`config.mk`:
```
export PLATFORM = sky130hd
export DESIGN_NAME = sdf_cell
export DESIGN_NICKNAME = d
export VERILOG_FILES = /design/src/hdl/sdf_pkg.sv /design/src/hdl/sdf_cell.sv
export SDC_FILE = /design/constraint.sdc
export NUM_CORES = 1
export LEC_CHECK = 0
export ABC_AREA = 1
export BUFFER_PORTS_ARGS = -buffer_cell sky130_fd_sc_hd__buf_2
export CORE_MARGIN = 4
export CORE_UTILIZATION = 42
export CTS_BUF_LIST = sky130_fd_sc_hd__clkbuf_4 sky130_fd_sc_hd__clkbuf_8
export DETAILED_ROUTE_END_ITERATION = 10
export PLACE_DENSITY = 0.66
export SLEW_MARGIN = 20
export SYNTH_ARGS = -nofsm -noshare
export SYNTH_HDL_FRONTEND = slang
export SYNTH_SLANG_ARGS = --single-unit
```
`constraint.sdc`:
```
create_clock -name clock -period 6.3 [get_ports clock]
set_input_delay 0.945 -clock clock [delete_from_list [all_inputs] [get_ports clock]]
set_output_delay 0.945 -clock clock [all_outputs]
set_load 0.01 [all_outputs]
```
`src/hdl/sdf_pkg.sv`:
```
// Shared types and constants for the stream duplicate filter.
// The token type carries one beat down the chain of compare cells.
// No dependencies.
package sdf_pkg;

   localparam int CAPACITY = 64;
   localparam int VALUE_W  = 32;

   typedef struct packed {
      logic               valid;
      logic [VALUE_W-1:0] value;
      logic               last;
      logic               found;     // matched a recorded entry upstream
      logic               recorded;  // written into an empty cell upstream
   } tok_type;

endpackage

```
`src/hdl/sdf_cell.sv`:
```
// One store cell of the duplicate filter: holds one recorded value and
// checks the passing token against it. Depends on sdf_pkg.
module sdf_cell
   import sdf_pkg::*;
(
   input  logic    clock,
   input  logic    reset,
   input  logic    advance,
   input  tok_type up_tok,
   output tok_type dn_tok
);

   logic               used_ff, used_in;
   logic [VALUE_W-1:0] entry_ff, entry_in;
   tok_type            tok_ff, tok_in;
   logic               match;
   logic               claim;

   assign match = used_ff && (entry_ff == up_tok.value);
   assign claim = up_tok.valid && !up_tok.found && !up_tok.recorded && !used_ff;

   always_comb begin
      used_in  = used_ff;
      entry_in = entry_ff;
      tok_in   = tok_ff;
      if (advance) begin
         tok_in          = up_tok;
         tok_in.found    = up_tok.found || (up_tok.valid && match);
         tok_in.recorded = up_tok.recorded || claim;
         if (claim) begin
            used_in  = 1'b1;
            entry_in = up_tok.value;
         end
         // drop the list's entries as its last beat passes
         if (up_tok.valid && up_tok.last) begin
            used_in = 1'b0;
         end
      end
   end

   always_ff @(posedge clock) begin
      if (reset) begin
         used_ff      <= 1'b0;
         tok_ff.valid <= 1'b0;
      end else begin
         used_ff      <= used_in;
         tok_ff.valid <= tok_in.valid;
      end
      entry_ff        <= entry_in;
      tok_ff.value    <= tok_in.value;
      tok_ff.last     <= tok_in.last;
      tok_ff.found    <= tok_in.found;
      tok_ff.recorded <= tok_in.recorded;
   end

   assign dn_tok = tok_ff;

endmodule

```
==> results.md, run 1 <==
- The flow ran to the end, and the final reports show no timing, DRC or antenna violations.
- The total length of routed wires is between 4 and 5 mm.
- The floorplan step defined a die boundary enclosing around 7800 um2.
- Across the routed clock network, the largest skew measured is 0.00443 ns.
- The static leakage is approximately 0.0015 uW.
- The core region area is 6100 um2.
- The DRC violation count after routing is 0.
- The worst-case hold slack is 0.487 ns.
- By area the synthesized netlist is led by edfxtp_1 (74%), nand2_1 (7.8%), inv_1 (5.7%), nor2_1 (2.6%), xnor2_1 (2.3%).
- After layout, the worst path uses around two fifths of the clock period.
- Buffers placed on the I/O ports in this run total 74.
- Of the total power, the share spent switching nets is a little over a fifth.
- The launch point of the worst hold path is dn_tok[35]$_SDFFE_PP0P_.
- The count of different cell masters after synthesis is 20.
- The pre-antenna-repair detailed-routing pass consisted of 4 iterations.
- The number of hold violations in the final report is 0.
- The final-report max-slew violation count is 0.
- In this run, the combinational gates consume 8.1% of the power.
- STA classifies the critical path endpoint as a flip-flop.
- The total of endpoints with negative setup slack in the final report is 0.
- For the pin with the worst max-slew slack, the measured transition is 0.921 ns.
- Once the floorplan was initialized, standard cells occupied 44.4% of the core.
- The worst min-delay path category is reg -> reg.
- Clock-pin slew was measured on the worst setup and hold paths at 0.06 ns.
- The combined global-route utilization of all metal layers is between 10% and 20%.
- Summed over all nets, the switching power comes to 197 uW.
- After synthesis the netlist holds a flip-flop and latch count of 69.
- The most frequent standard cell in the layout excluding fill and tap cells is buf_2.
- The reported max-cap violation count is 0.
- The post-route cell area is 3330 um2.
- For this run the aggregate overflow at the end of global routing stands at 0.
- The internal power of the cells totals approximately 700 uW.
- The cell with the biggest individual delay on the critical path is nor2_4.
- The global-route wire length before repair is 7.60 mm.
- In this run the tightest slew margin relative to its limit is 38.5%.
- The pre-CTS setup slack is 3.23 ns.
- The die is 88.3 um tall.
- The largest vdd supply drop is 118 uV.
- Setup repair after global routing left no endpoint under its margin.
- The cell area after placement is 3180 um2.
- The Yosys step of the flow raised 0 warnings.
- Counting tap cells, the placed design contains a total of between 300 and 400 instances.
- 0 antenna diodes ended up in the layout.
- The origin of the critical flop-to-flop path is used_ff$_SDFFE_PP0P_.
- Each instance of the synthesized netlist takes up on average ~13 um2.
- After clock tree synthesis, the repair step resized 0 gates.
- The count of nets after finishing is 340.
- In the final timing run, aggregate negative setup slack is 0 ns.
- In this run the core area contains 28 standard-cell rows.
- The number of nets handed over by synthesis was 255.
- The proportion of layout cells with a drive suffix above 1 is a little under a third.
- The longest clock path from root to sink contains 2 buffers.
- The clock tree from TritonCTS is done.
- In this run the worst path has a maximum fanout of 38.
- The detailed-route via count is approximately 1700.
- Data on the critical path is required at its endpoint by 6.25 ns.
- The half-perimeter wire length after placement is 3.39 mm.
- The buffers inserted during post-CTS setup optimization is 0.
- The cell area that synthesis handed to floorplanning was approximately 2700 um2.
- For this run, the slowest stage of the critical path takes 0.77 ns.
- The biggest area contributor in the post-synthesis netlist is edfxtp_1.
- The worst-case setup margin in the final layout is 3.66 ns.
- Traced cell by cell, the critical path runs through buf_2, inv_1, nor2_4.
- For the worst setup path, the data arrival time is 2.59 ns.
- Entering global routing, the biggest net connects 39 pins.
- The initial antenna violation count is 0.
- The critical path in this run is classified as in -> reg.
- The critical path launch point type is an input port.
- The clock reaches the later pin of the worst-skew pair after 0.33 ns.
- The fraction of the yosys area taken by sequential cells is 75.8%.
- The die width is 88.3 um.
- The number of clock buffers inserted by TritonCTS is 9.
- For this design the top-level I/O count stands at 75.
- Counting the fill cells in the layout gives approximately 550.
- The clock sink total is 69.
- The post-detailed-route count of antenna-violating nets is 0.
- The synthesized instance count is 216.
- In this run, post-CTS hold repair placed 0 buffers.
- The H-tree depth reported by CTS is 3.
- The top cell types in the final layout, fill and taps aside, are buf_2 (74), edfxtp_1 (67), nand2_1 (56), inv_1 (41), nor2_1 (18).
- The proportion of netlist area held by the largest area contributor is 74.3%.
- The maximum frequency from static timing analysis is 378 MHz.
- The power per unit of standard cell area is 270 nW/um2.
- The worst path needs 2.64 ns of the cycle, external delays included.
- The relative contribution of the clock network to total power is 32.4%.
- The via density per instance is 4.48.
- The launching element of the worst setup path is advance.
- The routability-driven placement congestion ratio is 0.697.
- The filler-free cell count of the finished design is 379.
- The number of global-route vias before repair is 1663.
- The average wire length per cell after detail routing is 12.6 um.
- Of the total power, registers draw 59.4%.
- From synthesis to final layout, the design area changed by 23.1%.
- The root buffer cell chosen for the clock tree is clkbuf_8.
- The count of routing violations after the opening detailed-route iteration is roughly 90.
## power by group through the flow
| stage | Sequential, uW | Combinational (uW) | Clock (uW) |
|---|---|---|---|
| floorplan | 556 | 18.8 | 0 |
| global placement | 544 | 73.5 | 0 |
| detailed placement | 545 | 75.2 | 0 |
| CTS | 536 | 75.3 | 302 |
| global route | 537 | 82.8 | 326 |
| finish | 535 | 73.3 | 292 |
## registers in the layout (all words and copies together) (netlist names)
| name | flops |
|---|---|
| dn_tok | 36 |
| entry_ff | 32 |
| used_ff | 1 |
## layout make-up
| type | count | area, um2 | share of cell area, % |
|---|---|---|---|
| multi-input combinational | 104 | 502 | 15.1 |
| inverter | 43 | 161 | 4.84 |
| clock inverter | 3 | 15.0 | 0.450 |
| tap | 75 | 93.8 | 2.82 |
| clock buffer | 11 | 139 | 4.17 |
| timing repair buffer | 74 | 370 | 11.1 |
| sequential | 69 | 2050 | 61.6 |
## critical path, delay by kind of cell
family	cells	cell delay [ns]
buffers and inverters	2	0.85
and+or+nand+nor	1	0.77
## cell usage after synthesis
library cell / count
or2_0: 1
a21oi_1: 2
nand2_2: 1
o22ai_1: 2
nor2_2: 1
nand4_1: 4
nor4_2: 1
edfxtp_1: 67
inv_2: 1
dfxtp_1: 2
nor2_1: 19
inv_1: 41
or2_1: 2
nand3_1: 4
xor2_1: 2
nor3_2: 1
nand2_1: 56
nor3b_2: 1
xnor2_1: 7
clkinv_1: 1
## cells by family after synthesis
family	after synthesis	synth area share (%)
XOR/XNOR	9	2.91
buffers and inverters	43	5.96
AND/OR/NAND/NOR	91	14.5
AO/OA/AOI/OAI	4	0.832
flip-flops	69	75.8
## path summary, 6_finish.rpt
| kind | depth (start not counted) | slack (ns) | endpoint |
|---|---|---|---|
| worst max-delay path | 3 | 3.66 | entry_ff[15]$_DFFE_PP_ |
| worst min-delay path | 2 | 0.49 | dn_tok[35]$_SDFFE_PP0P_ |
| worst max register to register | 3 | 4.41 | entry_ff[15]$_DFFE_PP_ |
| worst min register to register | 2 | 0.49 | dn_tok[35]$_SDFFE_PP0P_ |
## metal layers
layer	part of all wire (%)	track usage [%]	wire, um	vias to the layer above
li1	-	-	-	869
met1	44	17.0	2110	766
met2	46	20.3	2200	53
met3	8.0	4.28	383	11
met4	2.0	6.59	98	0
met5	0	0	0	-
## per-stage QoR
| step | util, % | total power, uW |
|---|---|---|
| 2_1_floorplan | - | 575 |
| 3_3_place_gp | 52.2 | 617 |
| 3_5_place_dp | 52.2 | 621 |
| 4_1_cts | 54.7 | 913 |
| 5_1_grt | 54.7 | 946 |
| 6_report | 54.7 | 901 |
Power figures use the tool's default switching activity.
==> inputs of run 2 (changes only) <==
Settings changed: PLACE_DENSITY 0.66 to 0.69.
Clock period 6.3 ns to 2.26 ns, I/O delays scaled along.
==> results.md, run 2 (synthesis gave the netlist of run 1 again) <==
- The flow ran to the end, and the final reports show no timing, DRC or antenna violations.
- The most critical setup path has its startpoint at used_ff$_SDFFE_PP0P_.
- The final-report max-slew violation count is 0.
- Across all layers, the routed design uses around 1700 vias.
- The core region area is 6100 um2.
- The startpoint identified for the worst register-to-register timing path is used_ff$_SDFFE_PP0P_.
- The critical path launch point type is a flip-flop.
- The area of the multi-input gates is 502 um2.
- The worst setup path is captured at a flip-flop.
- The count of nets after finishing is about 340.
- The post-detailed-route count of antenna-violating nets is 0.
- The I/O pin count is 75.
- The first TritonRoute pass finished after 4 iterations.
- The clock tree from TritonCTS is done.
- Subtracting the final worst setup slack from the clock period gives approximately 1.7 ns.
- The worst setup skew after layout is 0.00267 ns.
- The clock tree synthesis step divided the H-tree into 3 levels.
- In this run, post-CTS repair resized a total of 0 instances.
- Of the total power, the share spent switching nets is about 21%.
- The post-layout utilization of the core is 56.0%.
- The clock network latency to the later pin of the worst-skew pair is 0.33 ns.
- The number of clock buffers inserted by TritonCTS is 9.
- The worst reg-to-reg path cell count is 4.
- The floorplan die area is 7800 um2.
- The maximum buffer depth of the clock tree is 2.
- Leaving out filler cells and counting taps, the final layout contains 383.
- Setup repair after global routing left no endpoint under its margin.
- The final critical-path share of the clock period is 74.6%.
- The combined global-route utilization of all metal layers is 13.9%.
- The flip-flop count of the largest register, all copies and words added is 36.
- The starting density of the core is 44.4%.
- The via density per instance is 4.53.
- Summing all flip-flop and latch instances after layout gives 2050 um2.
- The initial antenna violation count is 0.
- The worst reg2reg path endpoint is entry_ff[15]$_DFFE_PP_.
- The count of routing violations after the opening detailed-route iteration is 91.
- The internal power is between 2000 and 2500 uW.
- The category of the most critical setup path is reg -> reg.
- Leaving out fill and tap cells, the most frequent cell in the layout is buf_2.
- The average wire length per cell after detail routing is 12.6 um.
- The root buffer selected by CTS is clkbuf_8.
- The die width is 88.3 um.
- Of the cells placed in the final design, the portion with a size suffix greater than 1 is about a third.
- Input and output buffers added on the ports amount to 74.
- The worst min-delay path category is in -> reg.
- For this block, the routed nets add up to 4.82 mm of wire.
- At the pin with the least slew margin, the transition time is between 0.4 and 0.5 ns.
- The DRC violation count after routing is 0.
- The global-route wire length before repair is 8.01 mm.
- The arrival time of the worst setup path is around 1.7 ns.
- The number of hold violations in the final report is 0.
- The number of buffers inserted for hold repair after clock tree synthesis is 0.
- The die is 88.3 um tall.
- The worst hold endpoint is dn_tok[35]$_SDFFE_PP0P_.
- The relative contribution of the clock network to total power is 38.3%.
- The area growth from synthesis to layout is 26.2%.
- Entering global routing, the biggest net connects 38 pins.
- The data required time at the worst endpoint is 2.30 ns.
- Of all nets on the critical path, the largest fanout is 19.
- The total of endpoints with negative setup slack in the final report is 0.
- The half-perimeter wire length after placement is 3.53 mm.
- VDD sags by at most 408 uV.
- The combinational power share is 7.6%.
- The launch point of the worst hold path is reset.
- In the layout the commonest cells are buf_2 (74), edfxtp_1 (67), nand2_1 (56), inv_1 (41), nor2_1 (18).
- In this run, placement finished with an instance count of 367.
- The clock transition time at the flip-flop clock pins of the worst setup and hold paths is ~0.07 ns.
- The power per unit of standard cell area is approximately 800 nW/um2.
- The buffers inserted during post-CTS setup optimization is 0.
- The clock sink total is between 60 and 70.
- The maximum frequency from static timing analysis is 593 MHz.
- The number of global-route vias before repair came to 1801.
- The sequential share of power is 54.1%.
- The worst pin sits at a relative slew slack of 67.5%.
- The worst hold path passes through 2 cells.
- The routability-driven placement congestion ratio is 0.713.
- The row count is 28.
- The setup check on the worst reg-to-reg path leaves a slack of 0.57 ns.
- The final-layout setup total negative slack is 0 ns.
- For this design the static power due to leakage is 0.00151 uW.
- The count of filler cells inserted in the layout is around 570.
- The reported max-cap violation count is 0.
- The repair_antennas step left the layout with diodes totalling 0.
- The sum of overflow across all layers after global routing is 0.
- Summed over all nets, the switching power comes to 570 uW.
## run 2: changes by cell type in the layout (fill, tap and decap cells not counted)
cell       previous run  this run
bufinv_16             0         2
buf_4                 0         1
clkinv_1              1         3
clkinv_2              3         2
clkbuf_4              2         1
buf_12                0         1
## run 2: how the worst max path moves through the flow
stage	depth (start not counted)	to	slack, ns
floorplan	3	entry_ff[0]$_DFFE_PP_	0.30
global placement	5	entry_ff[9]$_DFFE_PP_	0.49
detailed placement	5	entry_ff[14]$_DFFE_PP_	0.46
CTS	4	entry_ff[15]$_DFFE_PP_	0.56
global route	4	entry_ff[15]$_DFFE_PP_	0.47
finish	4	entry_ff[15]$_DFFE_PP_	0.57
## run 2: per-layer routing
metal | share of wire (%) | track usage, % | vias up | wire (um)
met1 | 42 | 16.4 | 789 | 2010
met3 | 8.5 | 4.38 | 10 | 412
met4 | 2.3 | 8.24 | 0 | 112
met5 | 0 | 0 | - | 0
met2 | 47 | 22.4 | 58 | 2290
li1 | - | - | 877 | -
## run 2: layout make-up
class,instances,share of cell area [%]
well taps,75,2.75
flip-flops and latches,69,60.1
inverters,43,4.73
clock inverters,6,2.27
repair buffers,76,11.6
multi-input cells,104,14.7
clock buffers,10,3.85
## run 2: critical path: stages, from the launching register on
cell,delay (ns)
dfxtp_1,0.33
nor4_2,0.34
inv_1,0.12
nor2_4,0.37
buf_12,0.23
## run 2: power groups by stage
| stage | registers [uW] | logic [uW] | clock network (uW) |
|---|---|---|---|
| global placement | 1510 | 209 | 0 |
| finish | 1490 | 210 | 1050 |
| floorplan | 1550 | 52.7 | 0 |
| global route | 1490 | 238 | 1150 |
| CTS | 1490 | 216 | 1090 |
| detailed placement | 1520 | 215 | 0 |
## run 2: through the flow
stage | power (uW) | hold WS (ns) | setup WS [ns] | area, um2
final | 2750 | 0.185 | 0.575 | 3420
after global routing | 2880 | 0.178 | 0.470 | 3420
after CTS | 2790 | 0.162 | 0.560 | 3420
after detailed placement | 1730 | 0.451 | 0.459 | 3210
after global placement | 1720 | 0.450 | 0.491 | 3210
after floorplan | 1600 | 0.408 | 0.301 | 2710
==> inputs of run 3 (changes only) <==
Settings changed: PLACE_DENSITY 0.69 to 0.66.
Clock period 2.26 ns to 1.6 ns, I/O delays scaled along.
==> results.md, run 3 (synthesis gave the netlist of run 1 again) <==
- The area overhead of the layout relative to synthesis is 27.4%.
- The routability-driven placement congestion ratio is 0.747.
- The detailed-router iteration count before antenna repair is 4.
- The worst reg2reg path endpoint is entry_ff[11]$_DFFE_PP_.
- The overall power consumption is 3920 uW.
- At the worst endpoint, the required time is 1.65 ns.
- The worst-case hold slack is just under 0.08 ns.
- The largest fanout on the critical path is 17.
- The origin of the critical flop-to-flop path is used_ff$_SDFFE_PP0P_.
- The average wire length per cell after detail routing is about 12 um.
- The final-report max-slew violation count was 0.
- The diode insertion count for antenna repair is 0.
- Setup repair after global routing left no endpoint under its margin.
- 75 I/O pins were placed.
- The final layout contains 344 nets.
- The die covers between 7000 and 8000 um2.
- The proportion of layout cells with a drive suffix above 1 is 32.6%.
- Summing over every cut layer, the via total after detailed routing is 1712.
- In the routed design, unresolved DRC markers number 0.
- The number of global-route vias before repair was 1673.
- The row count is 28.
- The die extent in y is 88.3 um.
- The detail route stage leaves a number of antenna-violating nets equal to 0.
- The total of endpoints with negative setup slack in the final report is 0.
- Tracing the worst setup path back leads to its startpoint at used_ff$_SDFFE_PP0P_.
- The clock sink total is just under 70.
- The maximum frequency from static timing analysis is 772 MHz.
- The path with the worst hold slack has its endpoint at dn_tok[35]$_SDFFE_PP0P_.
- Leaving out fill and tap cells, the most frequent cells in the layout are buf_2 (74), edfxtp_1 (67), nand2_1 (56), inv_1 (41), nor2_1 (18).
- The tool flagged a number of max-cap violations equal to 0.
- The arrival time of the worst setup path is approximately 1.3 ns.
- The largest single stage delay on the critical path is 0.33 ns.
- In this run, CTS created clock tree buffers numbering 9.
- Counting both buffers and inverters, the worst setup path holds a total of 2.
- Leaving out fill and tap cells, the most frequent cell in the layout is buf_2.
- For flop-to-flop paths, the worst setup slack is 0.30 ns.
- The worst reg-to-reg path cell count is 4.
- The root buffer selected by CTS is clkbuf_8.
- The critical path goes through nor4_2, inv_1, nor2_4, buf_12.
- Along the worst hold path, the cell count comes to 2.
- The count of routing violations after the opening detailed-route iteration is 130.
- The total length of routed wires is around 4.8 mm.
- Using the TritonRoute via totals, the vias-per-cell ratio works out to 4.45.
- The global-route wire length before repair is 7.77 mm.
- The clock transition time at the flip-flop clock pins of the worst setup and hold paths is 0.07 ns.
- The clock network latency to the later pin of the worst-skew pair is 0.34 ns.
- The worst min-delay path category is in -> reg.
- In this run the tightest slew margin relative to its limit is around four fifths.
- The cell class contributing the biggest share of worst-path delay is simple AND/OR/NAND/NOR gates.
- The number of hold violations in the final report is 0.
- The buffers inserted during post-CTS setup optimization is 0.
- The critical path crosses 4 cells after its start point.
- The initial utilization of the core area, before any placement, comes to 44.4%.
- The transition time at the pin with the least slew margin is 0.284 ns.
- The number of buffers inserted for hold repair after clock tree synthesis is 0.
- The startpoint identified for the worst hold timing path is reset.
- CTS built an H-tree with a depth of 3.
- The slowest stage of the critical path belongs to the cell dfxtp_1.
- The core region area is approximately 6100 um2.
- Measured along the x axis, the die boundary spans 88.3 um.
- The worst setup path is launched from a flip-flop.
- The combined global-route utilization of all metal layers is 13.6%.
- The half-perimeter wire length after placement is 3.59 mm.
- Summed over all failing endpoints, the final setup total negative slack is 0 ns.
- The count of input and output buffers is 74.
- The power per unit of standard cell area is 1140 nW/um2.
- The final critical-path share of the clock period is 81.0%.
- The post-cts resize count is 0.
- The sum of overflow across all layers after global routing is 0.
- The flow ran to the end, and the final reports show no timing, DRC or antenna violations.
- The register with the most flip-flops in the layout has 36 of them.
- The static leakage is 0.00152 uW.
- VDD sags by at most 623 uV.
- The clock tree from TritonCTS is done.
- The category of the most critical setup path is reg -> reg.
- The initial antenna violation count is 0.
- The maximum buffer depth of the clock tree is 2.
- The element type at the critical path end is a flip-flop.
- The minimum clock period after layout is around 1.3 ns.
- Entering global routing, the biggest net connects 21 pins.
- On the final layout, the worst clock skew is 0.00534 ns.
==> run 3: cell types whose count changed in the layout (fill, tap and decap cells not counted), sizes merged <==
cell and change:
clkbuf -1, clkinv -1, clkinvlp +2, buf +2
==> run 3: layer usage <==
layer	GRT usage, %	wire length [um]
met5	0	0
met4	6.18	81
met3	5.40	443
met2	20.9	2210
met1	17.0	2060
==> run 3: power by group <==
part,internal [uW],switching [uW]
clock network,868,648
registers,2080,22.1
logic,125,175
==> run 3: worst max path at each step <==
| stage | endpoint |
|---|---|
| floorplan | entry_ff[0]$_DFFE_PP_ |
| global placement | entry_ff[18]$_DFFE_PP_ |
| detailed placement | entry_ff[12]$_DFFE_PP_ |
| CTS | entry_ff[11]$_DFFE_PP_ |
| global route | entry_ff[3]$_DFFE_PP_ |
| finish | entry_ff[11]$_DFFE_PP_ |
==> run 3: final cells by class <==
class                   count  area (um2)
fillers                   563        2650
flip-flops and latches     69        2050
multi-input cells         104         502
repair buffers             78         425
inverters                  43         161
clock buffers               9         124
well taps                  75        93.8
clock inverters             7        90.1
==> run 3: through the flow <==
stage / instances / setup slack [ns] / instance area, um2 / utilization (%)
floorplan: 216 / 0.0284 / 2720 / -
global placement: 369 / 0.164 / 3230 / 53.1
detailed placement: 369 / 0.137 / 3230 / 53.1
CTS: 385 / 0.294 / 3450 / 56.6
global route: 385 / 0.232 / 3450 / 56.6
finish: 385 / 0.304 / 3450 / 56.6
==> run 3: worst reg2reg max path, stage by stage (launching register included) <==
cell,delay (ns)
dfxtp_1,0.33
nor4_2,0.21
inv_1,0.12
nor2_4,0.18
buf_12,0.17
