### src/hdl/sdf_pkg.sv
// Shared types and constants for the stream duplicate filter.
// The token type carries one beat down the chain of compare cells.
// No dependencies.
package sdf_pkg;

   localparam int CAPACITY = 64;
   localparam int VALUE_W  = 32;

   typedef struct packed {
      logic               valid;
      logic [VALUE_W-1:0] value;
      logic               last;
      logic               found;     // matched a recorded entry upstream
      logic               recorded;  // written into an empty cell upstream
   } tok_type;

endpackage

### src/hdl/sdf_tail.sv
// Output stage of the duplicate filter: sticky list flags and the result
// register that feeds the rsp channel. Depends on sdf_pkg.
module sdf_tail
   import sdf_pkg::*;
(
   input  logic               clock,
   input  logic               reset,
   input  tok_type            up_tok,
   output logic               advance,
   output logic               rsp_valid,
   input  logic               rsp_ready,
   output logic [VALUE_W-1:0] rsp_value,
   output logic               rsp_keep,
   output logic               rsp_dup,
   output logic               rsp_ovf,
   output logic               rsp_last
);

   logic               valid_ff, valid_in;
   logic [VALUE_W-1:0] value_ff, value_in;
   logic               keep_ff, keep_in;
   logic               dup_out_ff, dup_out_in;
   logic               ovf_out_ff, ovf_out_in;
   logic               last_ff, last_in;
   logic               dup_flag_ff, dup_flag_in;
   logic               ovf_flag_ff, ovf_flag_in;
   logic               take;
   logic               dup_now;
   logic               ovf_now;

   assign advance = !valid_ff || rsp_ready;
   assign take    = advance && up_tok.valid;
   assign dup_now = dup_flag_ff || up_tok.found;
   assign ovf_now = ovf_flag_ff || (!up_tok.found && !up_tok.recorded);

   always_comb begin
      valid_in    = advance ? up_tok.valid : valid_ff;
      value_in    = value_ff;
      keep_in     = keep_ff;
      dup_out_in  = dup_out_ff;
      ovf_out_in  = ovf_out_ff;
      last_in     = last_ff;
      dup_flag_in = dup_flag_ff;
      ovf_flag_in = ovf_flag_ff;
      if (take) begin
         value_in   = up_tok.value;
         keep_in    = !up_tok.found;
         dup_out_in = dup_now;
         ovf_out_in = ovf_now;
         last_in    = up_tok.last;
         // clear the flags after the list's last beat
         dup_flag_in = up_tok.last ? 1'b0 : dup_now;
         ovf_flag_in = up_tok.last ? 1'b0 : ovf_now;
      end
   end

   always_ff @(posedge clock) begin
      if (reset) begin
         valid_ff    <= 1'b0;
         dup_flag_ff <= 1'b0;
         ovf_flag_ff <= 1'b0;
      end else begin
         valid_ff    <= valid_in;
         dup_flag_ff <= dup_flag_in;
         ovf_flag_ff <= ovf_flag_in;
      end
      value_ff   <= value_in;
      keep_ff    <= keep_in;
      dup_out_ff <= dup_out_in;
      ovf_out_ff <= ovf_out_in;
      last_ff    <= last_in;
   end

   assign rsp_valid = valid_ff;
   assign rsp_value = value_ff;
   assign rsp_keep  = keep_ff;
   assign rsp_dup   = dup_out_ff;
   assign rsp_ovf   = ovf_out_ff;
   assign rsp_last  = last_ff;

   a_drop_marks_dup: assert property (@(posedge clock) disable iff (reset)
      valid_ff && !keep_ff |-> dup_out_ff)
      else $error("dropped beat without duplicate flag");

   a_lost_sets_ovf: assert property (@(posedge clock) disable iff (reset)
      take && !up_tok.found && !up_tok.recorded |=> valid_ff && ovf_out_ff && keep_ff)
      else $error("unrecorded new value did not raise overflow");

   a_flags_clear: assert property (@(posedge clock) disable iff (reset)
      take && up_tok.last |=> !dup_flag_ff && !ovf_flag_ff)
      else $error("list flags not cleared after last beat");

   a_hold_stalled: assert property (@(posedge clock) disable iff (reset)
      valid_ff && !rsp_ready |=> valid_ff && $stable(value_ff) && $stable(keep_ff))
      else $error("result changed while stalled");

endmodule

### config.mk
export PLATFORM = sky130hd
export DESIGN_NAME = sdf_tail
export DESIGN_NICKNAME = d
export VERILOG_FILES = /design/src/hdl/sdf_pkg.sv /design/src/hdl/sdf_tail.sv
export SDC_FILE = /design/constraint.sdc
export NUM_CORES = 1
export LEC_CHECK = 0
export BUFFER_PORTS_ARGS = -buffer_cell sky130_fd_sc_hd__buf_2
export CORE_MARGIN = 1
export CORE_UTILIZATION = 25
export CTS_BUF_LIST = sky130_fd_sc_hd__clkbuf_2 sky130_fd_sc_hd__clkbuf_4 sky130_fd_sc_hd__clkbuf_8
export DETAILED_ROUTE_END_ITERATION = 7
export PLACE_DENSITY = 0.63
export REMOVE_ABC_BUFFERS = 1
export SLEW_MARGIN = 20
export SYNTH_ARGS = -nofsm -noshare
export SYNTH_HDL_FRONTEND = slang
export SYNTH_SLANG_ARGS = --single-unit
### constraint.sdc
create_clock -name clock -period 1.1 [get_ports clock]
set_input_delay 0.33 -clock clock [delete_from_list [all_inputs] [get_ports clock]]
set_output_delay 0.33 -clock clock [all_outputs]
set_load 0.1 [all_outputs]
==> metrics.csv, run 1 <==
stage;metric;value;unit
floorplanning;coreArea;0.00469;mm^2
layout;fin_cells;195;
timing;setup_viol;57;
drt;dr.pass1.iters;3;
synth;ys_warn_count;0;
power;p_sw;1.24;mW
drt;routed_wirelength;2.84;mm
drt;route.detailed.drc;0;
global_route;grt_max_degree;38;
power;comb_power_share;0.289;
synth;ys_seq_elements;39;
worst_setup_path;path_buf_inv;2;
global_route;grt.total_usage;0.109;
drt;ant_nets;0;
global_route;grt_pass1_vias;831;
drt;via_count;814;
synth;netlist_instances;50;
layout;final_cell_area;0.00242;mm^2
timing;period_minus_slack;1.30;ns
layout;area_growth;98.6;%
floorplanning;fp.dieH;71.8;um
run_status;status;finished, violations left;
power;power.leakage;1.01;nW
min_path;hold_path_depth;1;
worst_setup_path;path_cells;nand2b_4 > buf_6 > buf_12;
timing;fin_crit_sh;1.19;
power;p_sw_frac;0.329;
clock_network;cts_tree;built;
layout;insertedDiodeCount;0;
worst_setup_path;worstSetupPathType;reg2out;
clock_network;cts_root_buf;clkbuf_8;
job;cap_violations;0;
timing;hold_slack;0.218;ns
floorplanning;fp-row-count;25;
placement;post-place-ws;-0.270;ns
timing;worst_pin_slew;0.268;ns
power;powerDensity;1560;mW/mm^2
layout;final_cell_mix;buf_2, buf_12, edfxtp_1;
layout;drive_above_1_share;0.688;
power;power_frac_seq;0.475;
min_path;holdPathEnd;rsp_value[17]$_DFFE_PP_;
timing;slew_headroom;0.821;
worst_setup_path;cp-end-kind;output port;
power;p_total;3.78;mW
floorplanning;ios;77;
floorplanning;floorplan.initialDensity;0.260;
timing;fmax;0.767;GHz
synth;syn_area;0.00122;mm^2
worst_setup_path;worst-path-max-fanout;2;
drt;vias_per_cell;4.17;
drt;drt_iter0_markers;35;
worst_setup_path;crit_family;flip-flops;
worst_setup_path;arrival;0.97;ns
timing;rsz0062_at_grt;true;
timing;setup_ws;-0.204;ns
clock_network;clk_latency;0.28;ns
worst_setup_path;r2r-end;rsp_value[26]$_DFFE_PP_;
power;p_int;2.53;mW
synth;seq_area_frac_synth;0.936;
min_path;hold_class;in2reg;
synth;ys_types;11;
synth;avgSynthCellArea;24.4;um^2
worst_setup_path;cp_slowest_cell;dfxtp_2;
global_route;antenna_found_initial;0;
layout;layout.nets;180;
floorplanning;chipWidth;71.8;um
placement;dp.cells;183;
floorplanning;dieArea;0.00516;mm^2
worst_setup_path;worst-path-stages;3;
placement;dpl_cell_area;0.00226;mm^2
run_status;violations;setup timing;
placement;routabilityCongestion;0.697;
worst_setup_path;required;0.77;ns
placement;dpl.hpwl;1.97;mm
power;p_clk_frac;0.236;
global_route;gr-total-overflow;0;
worst_setup_path;slowest_delay;0.36;ns
clock_network;htree_levels;2;
clock_network;cts_buffers;5;
timing;clock_skew;0.00201;ns
clock_network;cts.path.max_buffers;2;
worst_setup_path;reg2reg_slack;-0.07;ns
placement;port_buffers;76;
timing;hold_viol;0;
clock_network;cts.sinks;39;
worst_setup_path;reg2reg_depth;3;
power;vdd_drop_max;0.770;mV
timing;slew_viol_final;0;
drt;wl_per_cell;14.6;um
worst_setup_path;timing.rr.start;rsp_valid$_SDFFE_PP0P_;
min_path;hold_start;up_tok[20];
global_route;grt_pass1_wl;4.04;mm
clock_network;clk_pin_slew;0.07;ns
worst_setup_path;startpoint_type;flop;
-- synthesized netlist by cell type --
cell type  number  area share
edfxtp_1       36        0.89
dfxtp_1         3       0.049
a31oi_1         2       0.010
inv_1           2      0.0062
a21oi_1         1      0.0041
and2_4          1      0.0072
nand2b_4        1       0.011
nor2b_1         1      0.0051
o211a_1         1      0.0082
o21bai_1        1      0.0062
or2_2           1      0.0051
-- metal layers --
layer | part of all wire | track usage | vias to the layer above
met5 | 0 | 0 | -
met3 | 0.12 | 0.0759 | 3
met4 | 0.0092 | 0.0305 | 0
met1 | 0.34 | 0.0994 | 383
li1 | - | - | 375
met2 | 0.53 | 0.193 | 53
-- power by group through the flow --
stage | sequential (mW) | clock [mW] | combinational [mW]
floorplan | 2.36 | 0 | 0.0572
global placement | 1.82 | 0 | 1.05
detailed placement | 1.83 | 0 | 1.06
CTS | 1.79 | 0.931 | 1.07
global route | 1.80 | 0.991 | 1.12
finish | 1.79 | 0.892 | 1.09
-- area by class of cell --
cell class / instances / area [um^2]
clock buffers: 5 / 68.8
repair buffers: 81 / 992
fillers: 393 / 2270
flip-flops and latches: 39 / 1140
clock inverters: 2 / 8.76
inverters: 2 / 7.51
multi-input cells: 12 / 133
well taps: 54 / 67.6
-- state kept, by name (all words and copies together) (netlist names) --
register     count
ovf_flag_ff      1
rsp_dup          1
rsp_valid        1
dup_flag_ff      1
rsp_value       32
rsp_last         1
rsp_keep         1
rsp_ovf          1
-- logic make-up after synthesis --
| group | Yosys count | synth area share |
|---|---|---|
| flops | 39 | 0.936 |
| compound gates | 5 | 0.0287 |
| simple gates | 4 | 0.0288 |
| buf+inv | 2 | 0.00616 |
-- how the worst max path moves through the flow --
stage               slack, ns                    from                        to
floorplan               -1.01  rsp_valid$_SDFFE_PP0P_  ovf_flag_ff$_SDFFE_PP0P_
global placement        -0.24               rsp_ready   rsp_value[14]$_DFFE_PP_
detailed placement      -0.27               rsp_ready   rsp_value[15]$_DFFE_PP_
CTS                     -0.21  rsp_valid$_SDFFE_PP0P_                   advance
global route            -0.24  rsp_valid$_SDFFE_PP0P_                   advance
finish                  -0.20  rsp_valid$_SDFFE_PP0P_                   advance
-- per-stage QoR --
stage / setup TNS (ns) / utilization
2_1_floorplan: -42.11 / -
3_3_place_gp: -8.78 / 0.482
3_5_place_dp: -10.07 / 0.482
4_1_cts: -10.46 / 0.507
5_1_grt: -8.30 / 0.516
6_report: -5.91 / 0.516
-- repair_timing --
action / CTS / global route
gates cloned: 0 / 3
buffers inserted: 1 / 1
setup endpoints to repair: 76 / 76
gates resized for setup: 7 / 3
pin swaps: 0 / 2
hold buffers: 0 / 0
Power figures use the tool's default switching activity.
==> inputs of run 2 (changes only) <==
REMOVE_ABC_BUFFERS = default   (was 1)
==> run 2 against run 1 <==
  * The flow still finishes with violations (setup timing)
  * Combinational power about the same
  * Sequential share of layout area up 0.10 points
  * Core utilization unchanged
  * Setup slack better by 0.00095 ns
  * Global-route usage down 0.11 points
  * Critical endpoint unchanged
  * Highest routed layer unchanged
==> metrics.csv, run 2 (synthesized netlist as in run 1, its figures left out) <==
stage;metric;value;unit
run_status;status;finished, violations left;
run_status;violations;setup timing;
global_route;grt.total_usage;0.108;
drt;routed_wirelength;2.53;mm
placement;dp.cells;183;
placement;routabilityCongestion;0.666;
timing;slew_headroom;0.684;
drt;wl_per_cell;13.2;um
floorplanning;fp.dieH;71.8;um
power;vdd_drop_max;0.754;mV
power;p_sw_frac;0.287;
synth;synthesis.nets;89;
job;cap_violations;0;
placement;dpl.hpwl;2.03;mm
timing;worst_pin_slew;0.474;ns
clock_network;cts.sinks;39;
timing;setup_ws;-0.203;ns
floorplanning;coreArea;0.00469;mm^2
worst_setup_path;startpoint_type;flop;
layout;largest_reg_flops;32;
power;p_int;3.03;mW
worst_setup_path;timing.rr.start;rsp_valid$_SDFFE_PP0P_;
worst_setup_path;worstSetupPathType;reg2out;
floorplanning;ios;77;
drt;ant_nets;0;
drt;drt_iter0_markers;58;
power;p_sw;1.22;mW
power;power.leakage;1.02;nW
worst_setup_path;r2r-end;rsp_value[9]$_DFFE_PP_;
timing;fin_crit_sh;1.18;
drt;vias_per_cell;4.03;
worst_setup_path;reg2reg_slack;-0.14;ns
power;power_frac_seq;0.422;
timing;hold_slack;0.219;ns
power;comb_power_share;0.249;
clock_network;clk_pin_slew;0.07;ns
layout;area_growth;98.6;%
layout;drive_above_1_share;0.681;
clock_network;clk_latency;0.28;ns
clock_network;htree_levels;2;
worst_setup_path;cp-end-kind;output port;
timing;setup_viol;75;
timing;fmax;0.767;GHz
power;p_clk_frac;0.329;
timing;clock_skew;0.00640;ns
global_route;gr-total-overflow;0;
global_route;antenna_found_initial;0;
worst_setup_path;reg2reg_depth;2;
layout;fin_cells;192;
floorplanning;dieArea;0.00516;mm^2
floorplanning;chipWidth;71.8;um
floorplanning;fp-row-count;25;
global_route;grt_pass1_vias;820;
global_route;grt_max_degree;38;
power;p_total;4.24;mW
clock_network;cts_tree;built;
layout;insertedDiodeCount;0;
global_route;grt_pass1_wl;4.00;mm
worst_setup_path;endpoint;advance;
floorplanning;floorplan.initialDensity;0.260;
timing;hold_viol;0;
worst_setup_path;arrival;0.97;ns
drt;dr.pass1.iters;4;
drt;route.detailed.drc;0;
worst_setup_path;crit_path_start;rsp_valid$_SDFFE_PP0P_;
placement;port_buffers;76;
layout;layout.nets;176;
worst_setup_path;worst-path-max-fanout;2;
clock_network;cts.path.max_buffers;2;
min_path;hold_class;in2reg;
timing;rsz0062_at_grt;true;
timing;period_minus_slack;1.30;ns
layout;final_cell_mix;buf_2, buf_12, edfxtp_1;
worst_setup_path;required;0.77;ns
clock_network;cts_root_buf;clkbuf_8;
drt;via_count;774;
timing;slew_viol_final;0;
layout;fill_cells;398;
layout;utilization;0.516;
power;powerDensity;1750;mW/mm^2
clock_network;cts_buffers;5;
clock_network;holdBufCountCts;0;
==> run 2: changes by cell type in the layout (fill, tap and decap cells not counted), sizes merged <==
cell | previous run | this run
and2 | 4 | 1
buf | 81 | 80
bufinv | 0 | 2
clkbuf | 5 | 6
clkinv | 2 | 0
==> run 2: how the worst min path moves through the flow <==
stage,from,end,slack [ns],depth (start not counted)
6_report,up_tok[8],rsp_value[5]$_DFFE_PP_,0.22,1
2_1_floorplan,reset,rsp_valid$_SDFFE_PP0P_,0.39,1
4_1_cts,up_tok[3],rsp_value[0]$_DFFE_PP_,0.21,1
3_5_place_dp,ovf_flag_ff$_SDFFE_PP0P_,ovf_flag_ff$_SDFFE_PP0P_,0.49,1
5_1_grt,up_tok[3],rsp_value[0]$_DFFE_PP_,0.19,1
3_3_place_gp,dup_flag_ff$_SDFFE_PP0P_,dup_flag_ff$_SDFFE_PP0P_,0.47,2
==> run 2: critical path, stage by stage, from the launching register on <==
cell and delay (ns):
dfxtp_4 0.36, nand2b_4 0.05, buf_6 0.12, buf_12 0.15
==> run 2: power groups by stage <==
stage | clock (mW) | sequential (mW) | combinational [mW]
5_1_grt | 1.50 | 1.80 | 1.08
6_report | 1.40 | 1.79 | 1.06
2_1_floorplan | 0 | 2.36 | 0.0572
3_3_place_gp | 0 | 1.82 | 1.04
4_1_cts | 1.43 | 1.79 | 1.07
3_5_place_dp | 0 | 1.83 | 1.06
==> run 2: cell type report <==
class | instances | area, um^2 | area share
Clock buffer | 6 | 76.3 | 0.0315
Clock inverter | 2 | 60.1 | 0.0248
Inverter | 2 | 7.51 | 0.00310
Multi-Input combinational cell | 9 | 78.8 | 0.0326
Sequential cell | 39 | 1140 | 0.473
Tap cell | 54 | 67.6 | 0.0279
Timing Repair Buffer | 80 | 985 | 0.407
==> run 2: stage by stage <==
step | TNS (ns) | instance area, um^2 | setup slack (ns)
after floorplan | -21.16 | 1220 | -0.439
after global placement | -7.65 | 2260 | -0.209
after detailed placement | -10.02 | 2260 | -0.271
after CTS | -10.91 | 2420 | -0.218
after global routing | -12.70 | 2420 | -0.235
final | -9.34 | 2420 | -0.203
==> run 2: what timing repair did <==
action / 4_1_cts / 5_1_grt
setup buffers: 1 / 0
setup endpoints to repair: 75 / 76
resized for setup: 2 / 1
pin swaps: 0 / 1
gates cloned: 0 / 0
==> run 2: layer usage <==
layer,track usage,up-vias,routed length (um)
li1,-,368,-
met1,0.105,350,803
met2,0.182,54,1370
met3,0.0745,2,342
met4,0.0327,0,16
met5,0,-,0
==> inputs of run 3 (changes only) <==
clock period = 1.15 ns   (was 1.1 ns; I/O delays follow)
==> run 3 against run 2 <==
  * The run still ends with setup timing left
  * Combinational power shrank 5%
  * Register-to-register slack better by 0.05 ns
  * Core utilization fell by 0.053 points
  * Cell area is 0.10% lower
  * Clock-buffer cell count unchanged
  * Worst hold slack better by 0.016 ns
  * Global-route usage decreased by 0.64 points
  * Setup slack improved by 0.036 ns
  * First-iteration DRC count is 12% higher
  * Sequential cell count stayed put
  * Die area unchanged
  * Via count down 0.26%
  * Critical endpoint unchanged
  * Largest cell class unchanged
==> metrics.csv, run 3 (synthesized netlist as in run 1, its figures left out) <==
stage;metric;value;unit
run_status;status;finished, violations left;
run_status;violations;setup timing;
floorplanning;fp.dieH;71.8;um
power;comb_power_share;0.249;
floorplanning;coreArea;0.00469;mm^2
placement;post-place-ws;-0.227;ns
drt;vias_per_cell;4.02;
worst_setup_path;worst-path-max-fanout;2;
global_route;grt_pass1_vias;812;
worst_setup_path;reg2reg_slack;-0.09;ns
worst_setup_path;required;0.81;ns
worst_setup_path;path_buf_inv;2;
global_route;antenna_found_initial;0;
timing;fin_setup_tns;-6.00;ns
power;vdd_drop_max;0.766;mV
timing;fin_crit_sh;1.15;
power;p_sw;1.17;mW
worst_setup_path;r2r-end;rsp_value[9]$_DFFE_PP_;
worst_setup_path;cp-end-kind;output port;
power;p_sw_frac;0.287;
drt;dr.pass1.iters;4;
placement;routabilityCongestion;0.666;
global_route;gr-total-overflow;0;
clock_network;holdBufCountCts;0;
drt;ant_nets;0;
floorplanning;floorplan.initialDensity;0.260;
clock_network;clk_latency;0.28;ns
job;cap_violations;0;
floorplanning;ios;77;
layout;fin_cells;192;
clock_network;htree_levels;2;
timing;slew_headroom;0.687;
layout;area_growth;98.4;%
drt;routed_wirelength;2.51;mm
timing;setup_ws;-0.168;ns
layout;drive_above_1_share;0.674;
timing;period_minus_slack;1.32;ns
global_route;grt_max_degree;38;
layout;insertedDiodeCount;0;
worst_setup_path;worst-path-stages;3;
placement;port_buffers;76;
floorplanning;fp-row-count;25;
synth;synthesis.nets;89;
worst_setup_path;crit_family;flip-flops;
timing;worst_pin_slew;0.470;ns
clock_network;cts.sinks;39;
worst_setup_path;timing.rr.start;rsp_valid$_SDFFE_PP0P_;
power;p_clk_frac;0.329;
worst_setup_path;reg2reg_depth;2;
drt;route.detailed.drc;0;
worst_setup_path;crit_path_start;rsp_valid$_SDFFE_PP0P_;
min_path;hold_class;in2reg;
drt;wl_per_cell;13.1;um
clock_network;clk_pin_slew;0.07;ns
min_path;hold_start;up_tok[3];
timing;clock_skew;0.00558;ns
layout;layout.nets;176;
clock_network;cts.path.max_buffers;2;
drt;via_count;772;
floorplanning;chipWidth;71.8;um
power;power.leakage;1.02;nW
power;power_frac_seq;0.422;
timing;slew_viol_final;0;
power;p_int;2.89;mW
clock_network;cts_tree;built;
worst_setup_path;path_cells;nand2b_4 > buf_6 > buf_12;
min_path;hold_path_depth;1;
worst_setup_path;worstSetupPathType;reg2out;
global_route;grt.total_usage;0.101;
min_path;holdPathEnd;rsp_value[0]$_DFFE_PP_;
worst_setup_path;arrival;0.97;ns
drt;drt_iter0_markers;65;
placement;dpl.hpwl;2.01;mm
timing;fmax;0.759;GHz
timing;hold_viol;0;
timing;rsz0062_at_grt;true;
layout;largest_reg_flops;32;
layout;final_cell_mix;buf_2, buf_12, edfxtp_1;
clock_network;cts_buffers;5;
timing;hold_slack;0.235;ns
global_route;grt_pass1_wl;3.78;mm
layout;fill_cells;392;
clock_network;cts_root_buf;clkbuf_8;
floorplanning;dieArea;0.00516;mm^2
worst_setup_path;cp_slowest_cell;dfxtp_4;
timing;setup_viol;74;
worst_setup_path;startpoint_type;flop;
worst_setup_path;slowest_delay;0.36;ns
placement;dp.cells;183;
power;powerDensity;1680;mW/mm^2
[run 3: how the worst max path moves through the flow]
| stage | to | slack [ns] |
|---|---|---|
| 2_1_floorplan | rsp_dup$_DFFE_PP_ | -0.39 |
| 3_3_place_gp | rsp_value[12]$_DFFE_PP_ | -0.17 |
| 3_5_place_dp | rsp_value[25]$_DFFE_PP_ | -0.23 |
| 4_1_cts | advance | -0.18 |
| 5_1_grt | advance | -0.20 |
| 6_report | advance | -0.17 |
[run 3: stage by stage]
step | total power, mW | utilization | cell area (um^2)
finish | 4.06 | 0.515 | 2420
global route | 4.18 | 0.515 | 2420
CTS | 4.11 | 0.514 | 2410
detailed placement | 2.76 | 0.482 | 2260
global placement | 2.74 | 0.482 | 2260
floorplan | 2.31 | - | 1220
[run 3: repair_timing]
action	4_1_cts	5_1_grt
gates cloned	0	0
endpoints found under the setup margin	74	76
resized for setup	1	1
endpoints found under the hold margin	0	0
pin swaps	1	0
buffers inserted	1	0
[run 3: cell type report]
type                       count  area (um^2)  area share
multi-input combinational      9         76.3      0.0316
inverter                       2         7.51     0.00311
clock inverter                 2         60.1      0.0248
sequential                    39         1140       0.474
timing repair buffer          80          985       0.407
tap                           54         67.6      0.0280
clock buffer                   6         76.3      0.0316
[run 3: routing by layer]
| metal | track usage | up-vias | share of wire |
|---|---|---|---|
| met2 | 0.174 | 52 | 0.53 |
| li1 | - | 367 | - |
| met4 | 0.0523 | 0 | 0.0036 |
| met5 | 0 | - | 0 |
| met1 | 0.0996 | 351 | 0.35 |
| met3 | 0.0520 | 2 | 0.12 |
[run 3: power by group through the flow]
stage	logic (mW)	clock network [mW]	registers, mW
floorplan	0.0547	0	2.26
global placement	0.999	0	1.74
detailed placement	1.01	0	1.75
CTS	1.02	1.38	1.72
global route	1.04	1.43	1.72
finish	1.01	1.34	1.71
